$ cat src/design/stslf_pkg.sv
// Shared types, constants and the sine table generator for the sine tone synthesizer.
// Used by the configuration channel interface and by every module of the block.
package stslf_pkg;

  localparam int unsigned ChunkSamplesDefault  = 128;
  localparam int unsigned SineTableBitsDefault = 10;
  localparam int unsigned QueueDepth           = 4;

  localparam int unsigned CfgIdxW  = 2;
  localparam int unsigned CfgDataW = 32;

  localparam logic [CfgIdxW-1:0] RegVolumePercent = 2'd0;
  localparam logic [CfgIdxW-1:0] RegMuted         = 2'd1;
  localparam logic [CfgIdxW-1:0] RegPhaseStep     = 2'd2;
  localparam logic [CfgIdxW-1:0] RegLevelThr      = 2'd3;

  localparam logic [6:0]  VolumePercentReset = 7'd80;
  localparam logic [31:0] PhaseStepReset     = 32'd24932236;
  localparam logic [31:0] LevelThrReset      = 32'd1315334;

  localparam int unsigned AmpW  = 15;
  localparam int unsigned MagW  = 15;
  localparam int unsigned DiffW = 42;

  localparam logic [AmpW-1:0] FullAmp       = 15'd24575;
  localparam logic [15:0]     FullScaleProd = 16'd25600;
  // Reciprocal of 25 scaled by 2^20, rounded down.
  localparam logic [15:0]     AmpRecip      = 16'd41943;
  localparam logic [4:0]      AmpDiv        = 5'd25;
  localparam logic [MagW-1:0] SineMax       = 15'd32767;

  localparam longint unsigned TwoPiQ30 = 64'd6746518852;

  typedef struct packed {
    logic [6:0]  volume_percent;
    logic        muted;
    logic [31:0] phase_step_per_hz;
    logic [31:0] level_threshold_sq;
  } cfg_t;

  typedef struct packed {
    logic            silent;
    logic            last;
    logic [31:0]     inc;
    logic [AmpW-1:0] amp;
  } item_t;

  // First-quadrant sine of entry j, Q30 Taylor series rounded to 0..32767.
  function automatic logic [MagW-1:0] quarter_sine(int unsigned j, int unsigned table_bits);
    longint unsigned x;
    longint unsigned x2;
    longint unsigned t;
    longint unsigned r;
    longint          acc;
    x   = (64'(j) * TwoPiQ30) >> table_bits;
    x2  = (x * x) >> 30;
    t   = x;
    acc = signed'(x);
    for (int n = 1; n <= 8; n++) begin
      t = ((t * x2) >> 30) / 64'((2 * n) * (2 * n + 1));
      if ((n % 2) == 1) begin
        acc = acc - signed'(t);
      end else begin
        acc = acc + signed'(t);
      end
    end
    if (acc < 0) begin
      acc = 0;
    end
    r = (unsigned'(acc) * 64'(SineMax) + (64'd1 << 29)) >> 30;
    if (r > 64'(SineMax)) begin
      r = 64'(SineMax);
    end
    return r[MagW-1:0];
  endfunction

endpackage

$ cat src/design/stslf_if.sv
// Valid/ready channel interfaces of the sine tone synthesizer: requests, results
// and configuration writes. Depends on stslf_pkg.
interface stslf_in_if;
  logic        valid;
  logic        ready;
  logic [15:0] freq_hz;
  logic [8:0]  volume_scale;
  logic        last_in_chunk;

  modport source (output valid, freq_hz, volume_scale, last_in_chunk, input ready);
  modport sink (input valid, freq_hz, volume_scale, last_in_chunk, output ready);
endinterface

interface stslf_out_if;
  logic               valid;
  logic               ready;
  logic signed [15:0] sample;
  logic               chunk_done;
  logic               level_open;
  logic               level_changed;

  modport source (output valid, sample, chunk_done, level_open, level_changed, input ready);
  modport sink (input valid, sample, chunk_done, level_open, level_changed, output ready);
endinterface

interface stslf_cfg_if;
  import stslf_pkg::*;
  logic                valid;
  logic                ready;
  logic [CfgIdxW-1:0]  index;
  logic [CfgDataW-1:0] data;

  modport source (output valid, index, data, input ready);
  modport sink (input valid, index, data, output ready);
endinterface

$ cat src/design/stslf_front.sv
// Front end: accepts sample requests, computes the phase increment and the amplitude.
// Depends on stslf_pkg and stslf_in_if.
module stslf_front (
  input  logic             clk_i,
  input  logic             rst_ni,
  stslf_in_if.sink         req_i,
  input  stslf_pkg::cfg_t  cfg_i,
  output stslf_pkg::item_t push_item_o,
  output logic             push_valid_o,
  input  logic             push_ready_i
);
  import stslf_pkg::*;

  logic adv;

  logic        s1_valid_q, s2_valid_q, s3_valid_q, s4_valid_q;
  logic [15:0] s1_prod_q;
  logic [31:0] s1_inc_q, s2_inc_q, s3_inc_q;
  logic        s1_silent_q, s2_silent_q, s3_silent_q;
  logic        s1_last_q, s2_last_q, s3_last_q;
  logic        s1_sat_q, s2_sat_q, s3_sat_q;
  logic [19:0] s2_m_q, s3_m_q;
  logic [AmpW-1:0] s3_q0_q;
  item_t       s4_item_q;

  logic [47:0] inc_full;
  logic [15:0] prod;
  logic [29:0] scaled;
  logic [35:0] recip_prod;
  logic [19:0] rem;
  logic [AmpW-1:0] amp_calc;

  assign adv          = !s4_valid_q || push_ready_i;
  assign req_i.ready  = adv;
  assign push_valid_o = s4_valid_q;
  assign push_item_o  = s4_item_q;

  assign inc_full   = 48'(req_i.freq_hz) * 48'(cfg_i.phase_step_per_hz);
  assign prod       = 16'(cfg_i.volume_percent) * 16'(req_i.volume_scale);
  assign scaled     = 30'(s1_prod_q) * 30'(FullAmp);
  assign recip_prod = 36'(s2_m_q) * 36'(AmpRecip);
  assign rem        = s3_m_q - (20'(s3_q0_q) * 20'(AmpDiv));
  assign amp_calc   = s3_q0_q + AmpW'(rem >= 20'(AmpDiv));

  always_ff @(posedge clk_i or negedge rst_ni) begin
    if (!rst_ni) begin
      s1_valid_q <= 1'b0;
      s2_valid_q <= 1'b0;
      s3_valid_q <= 1'b0;
      s4_valid_q <= 1'b0;
    end else if (adv) begin
      s1_valid_q <= req_i.valid;
      s2_valid_q <= s1_valid_q;
      s3_valid_q <= s2_valid_q;
      s4_valid_q <= s3_valid_q;
    end
  end

  always_ff @(posedge clk_i) begin
    if (adv) begin
      s1_prod_q   <= prod;
      s1_inc_q    <= inc_full[39:8];
      s1_silent_q <= cfg_i.muted || (cfg_i.volume_percent == '0);
      s1_last_q   <= req_i.last_in_chunk;
      s1_sat_q    <= prod >= FullScaleProd;

      s2_m_q      <= scaled[29:10];
      s2_inc_q    <= s1_inc_q;
      s2_silent_q <= s1_silent_q;
      s2_last_q   <= s1_last_q;
      s2_sat_q    <= s1_sat_q;

      s3_q0_q     <= recip_prod[34:20];
      s3_m_q      <= s2_m_q;
      s3_inc_q    <= s2_inc_q;
      s3_silent_q <= s2_silent_q;
      s3_last_q   <= s2_last_q;
      s3_sat_q    <= s2_sat_q;

      s4_item_q.silent <= s3_silent_q;
      s4_item_q.last   <= s3_last_q;
      s4_item_q.inc    <= s3_inc_q;
      s4_item_q.amp    <= s3_silent_q ? '0 : (s3_sat_q ? FullAmp : amp_calc);
    end
  end

endmodule

$ cat src/design/stslf_queue.sv
// Short item queue between the front end and the back end.
// Depends on stslf_pkg.
module stslf_queue (
  input  logic             clk_i,
  input  logic             rst_ni,
  input  stslf_pkg::item_t push_item_i,
  input  logic             push_valid_i,
  output logic             push_ready_o,
  output stslf_pkg::item_t pop_item_o,
  output logic             pop_valid_o,
  input  logic             pop_ready_i
);
  import stslf_pkg::*;

  localparam int unsigned PtrW = $clog2(QueueDepth);
  localparam int unsigned CntW = $clog2(QueueDepth + 1);

  item_t            mem_q [QueueDepth];
  logic [PtrW-1:0]  wr_ptr_q, rd_ptr_q;
  logic [CntW-1:0]  count_q;
  logic             do_push, do_pop;

  assign push_ready_o = count_q != CntW'(QueueDepth);
  assign pop_valid_o  = count_q != '0;
  assign pop_item_o   = mem_q[rd_ptr_q];
  assign do_push      = push_valid_i && push_ready_o;
  assign do_pop       = pop_valid_o && pop_ready_i;

  always_ff @(posedge clk_i or negedge rst_ni) begin
    if (!rst_ni) begin
      wr_ptr_q <= '0;
      rd_ptr_q <= '0;
      count_q  <= '0;
    end else begin
      if (do_push) begin
        wr_ptr_q <= (wr_ptr_q == PtrW'(QueueDepth - 1)) ? '0 : wr_ptr_q + 1'b1;
      end
      if (do_pop) begin
        rd_ptr_q <= (rd_ptr_q == PtrW'(QueueDepth - 1)) ? '0 : rd_ptr_q + 1'b1;
      end
      if (do_push && !do_pop) begin
        count_q <= count_q + 1'b1;
      end else if (do_pop && !do_push) begin
        count_q <= count_q - 1'b1;
      end
    end
  end

  always_ff @(posedge clk_i) begin
    if (do_push) begin
      mem_q[wr_ptr_q] <= push_item_i;
    end
  end

  a_count_bound: assert property (@(posedge clk_i) disable iff (!rst_ni)
    count_q <= CntW'(QueueDepth))
    else $error("queue fill count above depth");

  a_count_track: assert property (@(posedge clk_i) disable iff (!rst_ni)
    (do_push && !do_pop) |=> (count_q == $past(count_q) + 1'b1))
    else $error("queue fill count did not follow a push");

endmodule

$ cat src/design/stslf_back.sv
// Back end: phase accumulator, quarter-wave sine table, sample scaling and the
// chunk level detector. Depends on stslf_pkg and stslf_out_if.
module stslf_back #(
  parameter int unsigned CHUNK_SAMPLES   = stslf_pkg::ChunkSamplesDefault,
  parameter int unsigned SINE_TABLE_BITS = stslf_pkg::SineTableBitsDefault
) (
  input  logic             clk_i,
  input  logic             rst_ni,
  input  stslf_pkg::item_t pop_item_i,
  input  logic             pop_valid_i,
  output logic             pop_ready_o,
  input  logic [31:0]      level_threshold_sq_i,
  stslf_out_if.source      res_o
);
  import stslf_pkg::*;

  localparam int unsigned Qtr   = 1 << (SINE_TABLE_BITS - 2);
  localparam int unsigned AddrW = SINE_TABLE_BITS - 1;
  localparam int unsigned RomW  = (Qtr + 1) * MagW;
  localparam int unsigned CntW  = $clog2(CHUNK_SAMPLES + 1);

  function automatic logic [RomW-1:0] build_rom();
    logic [RomW-1:0] r;
    r = '0;
    for (int k = 0; k <= Qtr; k++) begin
      r[k*MagW +: MagW] = quarter_sine(unsigned'(k), SINE_TABLE_BITS);
    end
    return r;
  endfunction

  localparam logic [RomW-1:0] SineRom = build_rom();

  logic adv;

  logic [31:0]                phase_q;
  logic [SINE_TABLE_BITS-1:0] idx;
  logic [AddrW-1:0]           addr;

  logic            b1_valid_q, b2_valid_q, b3_valid_q, b4_valid_q;
  logic [MagW-1:0] b1_mag_q;
  logic [AmpW-1:0] b1_amp_q;
  logic            b1_neg_q, b2_neg_q;
  logic            b1_silent_q, b2_silent_q, b3_silent_q, b4_silent_q;
  logic            b1_last_q, b2_last_q, b3_last_q, b4_last_q;
  logic [29:0]     b2_prod_q;
  logic signed [15:0] b3_sample_q, b4_sample_q;
  logic [AmpW-1:0] b3_quot_q;
  logic [29:0]     b4_sq_q;

  logic [AmpW-1:0] q0;
  logic [29:0]     rem;
  logic [AmpW-1:0] quot;

  logic [CntW-1:0]         cnt_q, cnt_inc;
  logic signed [DiffW-1:0] diff_q, diff_new;
  logic                    open_q;
  logic                    chunk_end, chunk_open, closes;

  logic               res_valid_q;
  logic signed [15:0] sample_q;
  logic               done_q, level_open_q, changed_q;

  assign adv         = !res_valid_q || res_o.ready;
  assign pop_ready_o = adv;

  assign idx  = phase_q[31 -: SINE_TABLE_BITS];
  assign addr = idx[SINE_TABLE_BITS-2] ?
                (AddrW'(Qtr) - AddrW'(idx[SINE_TABLE_BITS-3:0])) :
                AddrW'(idx[SINE_TABLE_BITS-3:0]);

  // Division by 32767: the shift estimate is at most one low.
  assign q0   = b2_prod_q[29:15];
  assign rem  = b2_prod_q - (30'(q0) << 15) + 30'(q0);
  assign quot = q0 + AmpW'(rem >= 30'(SineMax));

  assign cnt_inc    = cnt_q + 1'b1;
  assign chunk_end  = b4_last_q || (cnt_inc == CntW'(CHUNK_SAMPLES));
  assign diff_new   = diff_q + $signed(DiffW'(b4_sq_q)) - $signed(DiffW'(level_threshold_sq_i));
  assign chunk_open = !diff_new[DiffW-1];
  assign closes     = !b4_silent_q && chunk_end;

  always_ff @(posedge clk_i or negedge rst_ni) begin
    if (!rst_ni) begin
      phase_q     <= '0;
      b1_valid_q  <= 1'b0;
      b2_valid_q  <= 1'b0;
      b3_valid_q  <= 1'b0;
      b4_valid_q  <= 1'b0;
      res_valid_q <= 1'b0;
      cnt_q       <= '0;
      diff_q      <= '0;
      open_q      <= 1'b0;
    end else if (adv) begin
      b1_valid_q  <= pop_valid_i;
      b2_valid_q  <= b1_valid_q;
      b3_valid_q  <= b2_valid_q;
      b4_valid_q  <= b3_valid_q;
      res_valid_q <= b4_valid_q;
      if (pop_valid_i && !pop_item_i.silent) begin
        phase_q <= phase_q + pop_item_i.inc;
      end
      if (b4_valid_q && !b4_silent_q) begin
        if (chunk_end) begin
          open_q <= chunk_open;
          cnt_q  <= '0;
          diff_q <= '0;
        end else begin
          cnt_q  <= cnt_inc;
          diff_q <= diff_new;
        end
      end
    end
  end

  always_ff @(posedge clk_i) begin
    if (adv) begin
      b1_mag_q    <= SineRom[addr*MagW +: MagW];
      b1_neg_q    <= idx[SINE_TABLE_BITS-1];
      b1_amp_q    <= pop_item_i.amp;
      b1_silent_q <= pop_item_i.silent;
      b1_last_q   <= pop_item_i.last;

      b2_prod_q   <= 30'(b1_mag_q) * 30'(b1_amp_q);
      b2_neg_q    <= b1_neg_q;
      b2_silent_q <= b1_silent_q;
      b2_last_q   <= b1_last_q;

      b3_quot_q   <= quot;
      b3_sample_q <= b2_neg_q ? -$signed(16'(quot)) : $signed(16'(quot));
      b3_silent_q <= b2_silent_q;
      b3_last_q   <= b2_last_q;

      b4_sq_q     <= 30'(b3_quot_q) * 30'(b3_quot_q);
      b4_sample_q <= b3_sample_q;
      b4_silent_q <= b3_silent_q;
      b4_last_q   <= b3_last_q;

      sample_q     <= b4_sample_q;
      done_q       <= closes;
      level_open_q <= closes ? chunk_open : open_q;
      changed_q    <= closes && (chunk_open != open_q);
    end
  end

  assign res_o.valid         = res_valid_q;
  assign res_o.sample        = sample_q;
  assign res_o.chunk_done    = done_q;
  assign res_o.level_open    = level_open_q;
  assign res_o.level_changed = changed_q;

  a_cnt_below_chunk: assert property (@(posedge clk_i) disable iff (!rst_ni)
    cnt_q < CntW'(CHUNK_SAMPLES))
    else $error("chunk counter reached the chunk length without closing");

  a_chunk_restart: assert property (@(posedge clk_i) disable iff (!rst_ni)
    (adv && b4_valid_q && closes) |=> (cnt_q == '0 && diff_q == '0))
    else $error("chunk state not cleared after a chunk end");

  a_phase_hold: assert property (@(posedge clk_i) disable iff (!rst_ni)
    !(adv && pop_valid_i && !pop_item_i.silent) |=> $stable(phase_q))
    else $error("phase moved without a sounding item");

  a_change_needs_done: assert property (@(posedge clk_i) disable iff (!rst_ni)
    (res_o.valid && res_o.level_changed) |-> res_o.chunk_done)
    else $error("level change reported outside a chunk end");

endmodule

$ cat src/design/sine_tone_synth_with_level_flag.sv
// Top level of the sine tone synthesizer with chunk level flag: configuration
// registers, front end, item queue and back end. Depends on stslf_pkg and stslf_if.
//
// Each accepted request yields one sample item, in order. The block sustains
// one item per clock while the result side does not stall: the phase
// accumulator add and the level difference add are not pipelined, and the
// four-entry queue lets the request side keep going while a result waits.
// Muted requests or a zero master volume give zero samples and leave the phase and
// the level detector untouched. Configuration writes are taken at any time with
// ready held high, and are meant to be made while no request is in flight.
module sine_tone_synth_with_level_flag #(
  parameter int unsigned CHUNK_SAMPLES   = stslf_pkg::ChunkSamplesDefault,
  parameter int unsigned SINE_TABLE_BITS = stslf_pkg::SineTableBitsDefault
) (
  input  logic         clk_i,
  input  logic         rst_ni,
  stslf_in_if.sink     req_i,
  stslf_out_if.source  res_o,
  stslf_cfg_if.sink    cfg_i
);
  import stslf_pkg::*;

  cfg_t  cfg_q;
  item_t push_item, pop_item;
  logic  push_valid, push_ready, pop_valid, pop_ready;

  assign cfg_i.ready = 1'b1;

  always_ff @(posedge clk_i or negedge rst_ni) begin
    if (!rst_ni) begin
      cfg_q.volume_percent     <= VolumePercentReset;
      cfg_q.muted              <= 1'b0;
      cfg_q.phase_step_per_hz  <= PhaseStepReset;
      cfg_q.level_threshold_sq <= LevelThrReset;
    end else if (cfg_i.valid) begin
      unique case (cfg_i.index)
        RegVolumePercent: cfg_q.volume_percent     <= cfg_i.data[6:0];
        RegMuted:         cfg_q.muted              <= cfg_i.data[0];
        RegPhaseStep:     cfg_q.phase_step_per_hz  <= cfg_i.data;
        RegLevelThr:      cfg_q.level_threshold_sq <= cfg_i.data;
      endcase
    end
  end

  stslf_front u_front (
    .clk_i        (clk_i),
    .rst_ni       (rst_ni),
    .req_i        (req_i),
    .cfg_i        (cfg_q),
    .push_item_o  (push_item),
    .push_valid_o (push_valid),
    .push_ready_i (push_ready)
  );

  stslf_queue u_queue (
    .clk_i        (clk_i),
    .rst_ni       (rst_ni),
    .push_item_i  (push_item),
    .push_valid_i (push_valid),
    .push_ready_o (push_ready),
    .pop_item_o   (pop_item),
    .pop_valid_o  (pop_valid),
    .pop_ready_i  (pop_ready)
  );

  stslf_back #(
    .CHUNK_SAMPLES   (CHUNK_SAMPLES),
    .SINE_TABLE_BITS (SINE_TABLE_BITS)
  ) u_back (
    .clk_i                (clk_i),
    .rst_ni               (rst_ni),
    .pop_item_i           (pop_item),
    .pop_valid_i          (pop_valid),
    .pop_ready_o          (pop_ready),
    .level_threshold_sq_i (cfg_q.level_threshold_sq),
    .res_o                (res_o)
  );

endmodule
$ cat src/flat_wrapper.sv
// flat-port wrapper written by rule: the top's interface ports become plain ports
module sine_tone_synth_with_level_flag_flat import stslf_pkg::*;
#(
  parameter int unsigned CHUNK_SAMPLES   = stslf_pkg::ChunkSamplesDefault,
  parameter int unsigned SINE_TABLE_BITS = stslf_pkg::SineTableBitsDefault
)
  (clk_i, rst_ni, req_i_valid, req_i_freq_hz, req_i_volume_scale, req_i_last_in_chunk, req_i_ready, res_o_valid, res_o_sample, res_o_chunk_done, res_o_level_open, res_o_level_changed, res_o_ready, cfg_i_valid, cfg_i_index, cfg_i_data, cfg_i_ready);
  stslf_in_if req_i_i ();
  stslf_out_if res_o_i ();
  stslf_cfg_if cfg_i_i ();
  input  logic clk_i;
  input  logic rst_ni;
  input wire logic [$bits(req_i_i.valid)-1:0] req_i_valid;
  input wire logic [$bits(req_i_i.freq_hz)-1:0] req_i_freq_hz;
  input wire logic [$bits(req_i_i.volume_scale)-1:0] req_i_volume_scale;
  input wire logic [$bits(req_i_i.last_in_chunk)-1:0] req_i_last_in_chunk;
  output wire logic [$bits(req_i_i.ready)-1:0] req_i_ready;
  output wire logic [$bits(res_o_i.valid)-1:0] res_o_valid;
  output wire logic [$bits(res_o_i.sample)-1:0] res_o_sample;
  output wire logic [$bits(res_o_i.chunk_done)-1:0] res_o_chunk_done;
  output wire logic [$bits(res_o_i.level_open)-1:0] res_o_level_open;
  output wire logic [$bits(res_o_i.level_changed)-1:0] res_o_level_changed;
  input wire logic [$bits(res_o_i.ready)-1:0] res_o_ready;
  input wire logic [$bits(cfg_i_i.valid)-1:0] cfg_i_valid;
  input wire logic [$bits(cfg_i_i.index)-1:0] cfg_i_index;
  input wire logic [$bits(cfg_i_i.data)-1:0] cfg_i_data;
  output wire logic [$bits(cfg_i_i.ready)-1:0] cfg_i_ready;
  assign req_i_i.valid = req_i_valid;
  assign req_i_i.freq_hz = req_i_freq_hz;
  assign req_i_i.volume_scale = req_i_volume_scale;
  assign req_i_i.last_in_chunk = req_i_last_in_chunk;
  assign req_i_ready = req_i_i.ready;
  assign res_o_valid = res_o_i.valid;
  assign res_o_sample = res_o_i.sample;
  assign res_o_chunk_done = res_o_i.chunk_done;
  assign res_o_level_open = res_o_i.level_open;
  assign res_o_level_changed = res_o_i.level_changed;
  assign res_o_i.ready = res_o_ready;
  assign cfg_i_i.valid = cfg_i_valid;
  assign cfg_i_i.index = cfg_i_index;
  assign cfg_i_i.data = cfg_i_data;
  assign cfg_i_ready = cfg_i_i.ready;
  sine_tone_synth_with_level_flag #(.CHUNK_SAMPLES(CHUNK_SAMPLES), .SINE_TABLE_BITS(SINE_TABLE_BITS)) u_core (.clk_i(clk_i), .rst_ni(rst_ni), .req_i(req_i_i), .res_o(res_o_i), .cfg_i(cfg_i_i));
endmodule
$ cat config.mk
export PLATFORM = sky130hd
export DESIGN_NAME = sine_tone_synth_with_level_flag_flat
export DESIGN_NICKNAME = d
export VERILOG_FILES = /design/src/design/stslf_pkg.sv /design/src/design/stslf_if.sv /design/src/design/stslf_front.sv /design/src/design/stslf_queue.sv /design/src/design/stslf_back.sv /design/src/design/sine_tone_synth_with_level_flag.sv /design/src/flat_wrapper.sv
export SDC_FILE = /design/constraint.sdc
export NUM_CORES = 2
export LEC_CHECK = 0
export BUFFER_PORTS_ARGS = -buffer_cell sky130_fd_sc_hd__buf_2
export CAP_MARGIN = 10
export CORE_MARGIN = 5
export CORE_UTILIZATION = 61
export CTS_BUF_LIST = sky130_fd_sc_hd__clkbuf_4 sky130_fd_sc_hd__clkbuf_8
export DETAILED_ROUTE_END_ITERATION = 8
export PLACE_DENSITY = 0.77
export SKIP_LAST_GASP = 1
export SYNTH_ARGS = -nofsm -noshare
export SYNTH_HDL_FRONTEND = slang
export SYNTH_SLANG_ARGS = --single-unit
$ cat constraint.sdc
create_clock -name clk_i -period 6.5 [get_ports clk_i]
set_input_delay 0.325 -clock clk_i [delete_from_list [all_inputs] [get_ports clk_i]]
set_output_delay 0.325 -clock clk_i [all_outputs]
set_load 0.03 [all_outputs]
==> results.py <==
metrics = {
    "floorplanning": {
        "core-area_sq_um": 128000,
        "rows": 131,
        "initial_core_util_pct": 61.3,
        "fp.dieH_um": 368,
        "die-area_sq_um": 135000,
        "die_x_um": 368,
        "io_pins": 87,
    },
    "sta": {
        "fmax_ghz": 0.155,
        "period_share_pct": 99.0,
        "worst_slack_ns": 0.0675,
        "rsz0062_at_grt": "true",
        "skew_ns": 0.0541,
        "finalCriticalPeriod_ns": 6.43,
        "timing.slew.headroom_pct": 19.8,
        "worst_pin_slew_ns": 1.20,
        "hold_viol": 0,
        "final_max_slew_viol_count": 0,
        "setup_viol": 0,
    },
    "global_routing": {
        "grt.total_usage_pct": 28.1,
        "overflow": 0,
        "grt_pass1_wl_um": 306000,
        "grt_max_degree": 140,
        "antenna_found_initial": 8,
        "grt_pass1_vias": 58400,
    },
    "routing": {
        "vias": 55200,
        "vias_per_cell": 5.75,
        "highest_layer": "met5",
        "wl_met3_um": 14100,
        "drt_wl_total_um": 188000,
        "met1Wirelength_um": 76000,
        "wl_met2_um": 90100,
        "wl_per_cell_um": 19.5,
        "ant_nets": 0,
        "dr.pass1.iters": 8,
        "drc": 0,
        "drt-initial-drc-count": 3893,
    },
    "place": {
        "placedCellCount": 9262,
        "place_ws_ns": -0.411,
        "gp_congestion": 0.962,
        "port_buffers": 85,
        "place_hpwl_um": 145000,
        "postPlaceCellArea_sq_um": 82000,
    },
    "min_path": {
        "worst_hold_path_type": "input pin to async pin",
    },
    "finish": {
        "finalInstanceArea_sq_um": 86100,
        "nets": 9689,
        "layout-drive-gt1-share_pct": 12.0,
        "final_cells": 9605,
        "fillers": 9304,
        "seqCellArea_sq_um": 21900,
        "final_util_pct": 67.6,
        "syn_to_final_growth_pct": 10.2,
        "multiInputGateArea_sq_um": 50100,
    },
    "setup_path": {
        "critical_path_class": "flop to flop",
        "crit_top_cell": "fa_1",
        "cpPeakStageDelay_ns": 0.61,
        "arrival_ns": 7.00,
        "cpMaxStageDelayCell": "dfstp_2",
        "end_kind": "flop",
        "crit_chain": "buf_6, nand2_4, fa_1, fa_1, fa_1, fa_1, inv_2, fa_1, fa_1, ha_4, a21o_1, a21oi_2, o21ai_2, nor3_2, buf_4, and4bb_2, o22ai_4, o22ai_4, a211o_1, a21oi_2, xnor2_1",
        "crit_fanout": 6,
        "worstSetupStartpointType": "flop",
        "crit_required_ns": 7.07,
    },
    "clock_network": {
        "clock_latency_ns": 0.85,
        "ctsHtreeMaxLevel": 4,
        "cts.sinks": 755,
        "cts-root-buf": "clkbuf_8",
        "clockBufferDepth": 3,
        "cts_buffers": 130,
        "cts_tree": "yes",
        "cts.clk_slew.worst_paths_ns": 0.06,
    },
    "flow_run": {
        "maxCapViolCount": 0,
    },
    "synthesis": {
        "synth_top_cell_by_area": "fa_1",
        "synth_top_area_share_pct": 26.6,
        "synthCells": 7494,
        "synth_edf_count": 584,
        "ys_warn_count": 0,
        "synth_fp_nets": 9354,
        "async_flop_share_pct": 22.6,
        "avgSynthCellArea_sq_um": 10.4,
        "ys.flop_type": "edfxtp_1",
        "synthesis.area_sq_um": 78200,
        "synth_area_leaders": "fa_1 27%, edfxtp_1 22%, ha_1 12%, inv_1 7.1%, dfrtp_1 4.7%",
        "synth_seq_cells": 755,
        "ys_types": 103,
        "synth.yosys.seq_area_share_pct": 27.9,
    },
    "run_status": {
        "status": "complete, no violations",
    },
}
## cell type report
cell class                      instances  share of cell area, %
Tap cell                             1662                   2.41
Multi-Input combinational cell       4985                   58.2
Clock buffer                          177                   2.51
Sequential cell                       755                   25.4
Clock inverter                         59                  0.713
Timing Repair Buffer                  476                   4.29
Antenna cell                           10                 0.0290
Inverter                             1481                   6.47
## worst paths after layout
| path | start | to | slack, ns | cells after the start |
|---|---|---|---|---|
| setup / recovery | u_core.cfg_q[40] | u_core.u_front.s1_inc_q[30] | 0.07 | 21 |
| hold / removal | rst_ni | u_core.u_back.diff_q[10] | 0.09 | 2 |
| setup reg to reg | u_core.cfg_q[40] | u_core.u_front.s1_inc_q[30] | 0.07 | 21 |
| hold reg to reg | u_core.u_front.s2_inc_q[20] | u_core.u_front.s3_inc_q[20] | 0.41 | 0 |
| max in group asynchronous | rst_ni | u_core.u_queue.rd_ptr_q[0] | 5.08 | 3 |
| min in group clk_i | req_i_volume_scale[2] | u_core.u_front.s1_prod_q[2] | 0.20 | 4 |
## per-layer routing
| layer | GRT usage (%) | vias up |
|---|---|---|
| li1 | - | 25000 |
| met1 | 37.4 | 27500 |
| met2 | 46.5 | 2210 |
| met3 | 5.32 | 517 |
| met4 | 10.0 | 4 |
| met5 | 0 | - |
## metrics by stage
step                      hold slack (ns)  TNS, ns
final                              0.0874        0
after global routing                0.116   -0.572
after CTS                          0.0423        0
after detailed placement            0.398    -2.98
after global placement              0.394   -0.796
after floorplan                    0.0294        0
## worst max-delay path, delay by kind of cell, from the launching register on
family	cells	cell delay, ns
AO/OA/AOI/OAI	7	1.27
buffers and inverters	3	0.33
adder cells (fa/ha/maj)	7	3.34
AND/OR/NAND/NOR	3	0.54
flip-flops	1	0.61
XOR/XNOR	1	0.07
## registers in the layout (all words and copies together), names as in the netlist, 32 cells and up
name and flops:
u_core.u_queue.mem_q 196, u_core.cfg_q 72, u_core.u_front.push_item_o 49, u_core.u_back.diff_q 42
u_core.u_back.phase_q 32, u_core.u_front.s1_inc_q 32, u_core.u_front.s2_inc_q 32, u_core.u_front.s3_inc_q 32
## cells in the final DEF, fill, tap and decap left out, types with 44 or more instances in the layout
cell type,count
nor3_1,63
nor2_1,251
xnor2_1,186
fa_1,1029
o21ai_0,248
a211oi_1,44
mux2_2,82
and2_1,335
ha_1,746
buf_2,84
nand3_1,73
a21oi_1,239
clkbuf_4,44
clkbuf_8,134
buf_4,320
a21o_1,69
inv_1,1465
dfrtp_1,144
mux4_2,53
nand2_1,806
edfxtp_1,584
xor2_1,88
## cells by family after synthesis
logic type / count (synthesis) / synth area share (%)
adder cells (fa/ha/maj): 1795 / 38.7
AND/OR/NAND/NOR: 1763 / 10.6
buffers and inverters: 1754 / 8.51
AO/OA/AOI/OAI: 1003 / 8.28
flip-flops: 755 / 27.9
XOR/XNOR: 280 / 3.16
multiplexers: 143 / 2.81
other: 1 / 0.00480
## synthesized netlist by cell type, drive strengths merged, types with 19 or more instances
cell type     n
a211oi       48
a21o         69
a21oi       249
a311oi       20
a31oi        40
and2        350
and3         33
buf          66
clkbuf      207
dfrtp       148
dfstp        23
edfxtp      584
fa         1038
ha          757
inv        1479
mux2         82
mux4         53
nand2       818
nand2b       33
nand3        75
nor2        254
nor2b        28
nor3         65
o211ai       36
o21a         37
o21ai       264
o21bai       31
o221ai       24
o22ai        23
o311ai       19
o31ai        22
or3          24
xnor2       191
xor2         89
## what timing repair did
action / in CTS / in global routing
cloned: 0 / 0
resized for setup: 19 / 103
pin swaps: 9 / 57
buffers inserted: 4 / 50
endpoints found under the setup margin: 16 / 31
hold buffers: 43 / 0
hold endpoints to repair: 146 / 0
Power is left out: the tool's default activity adds up to more than one toggle a clock period on the data nets, which glitch-free logic cannot reach.
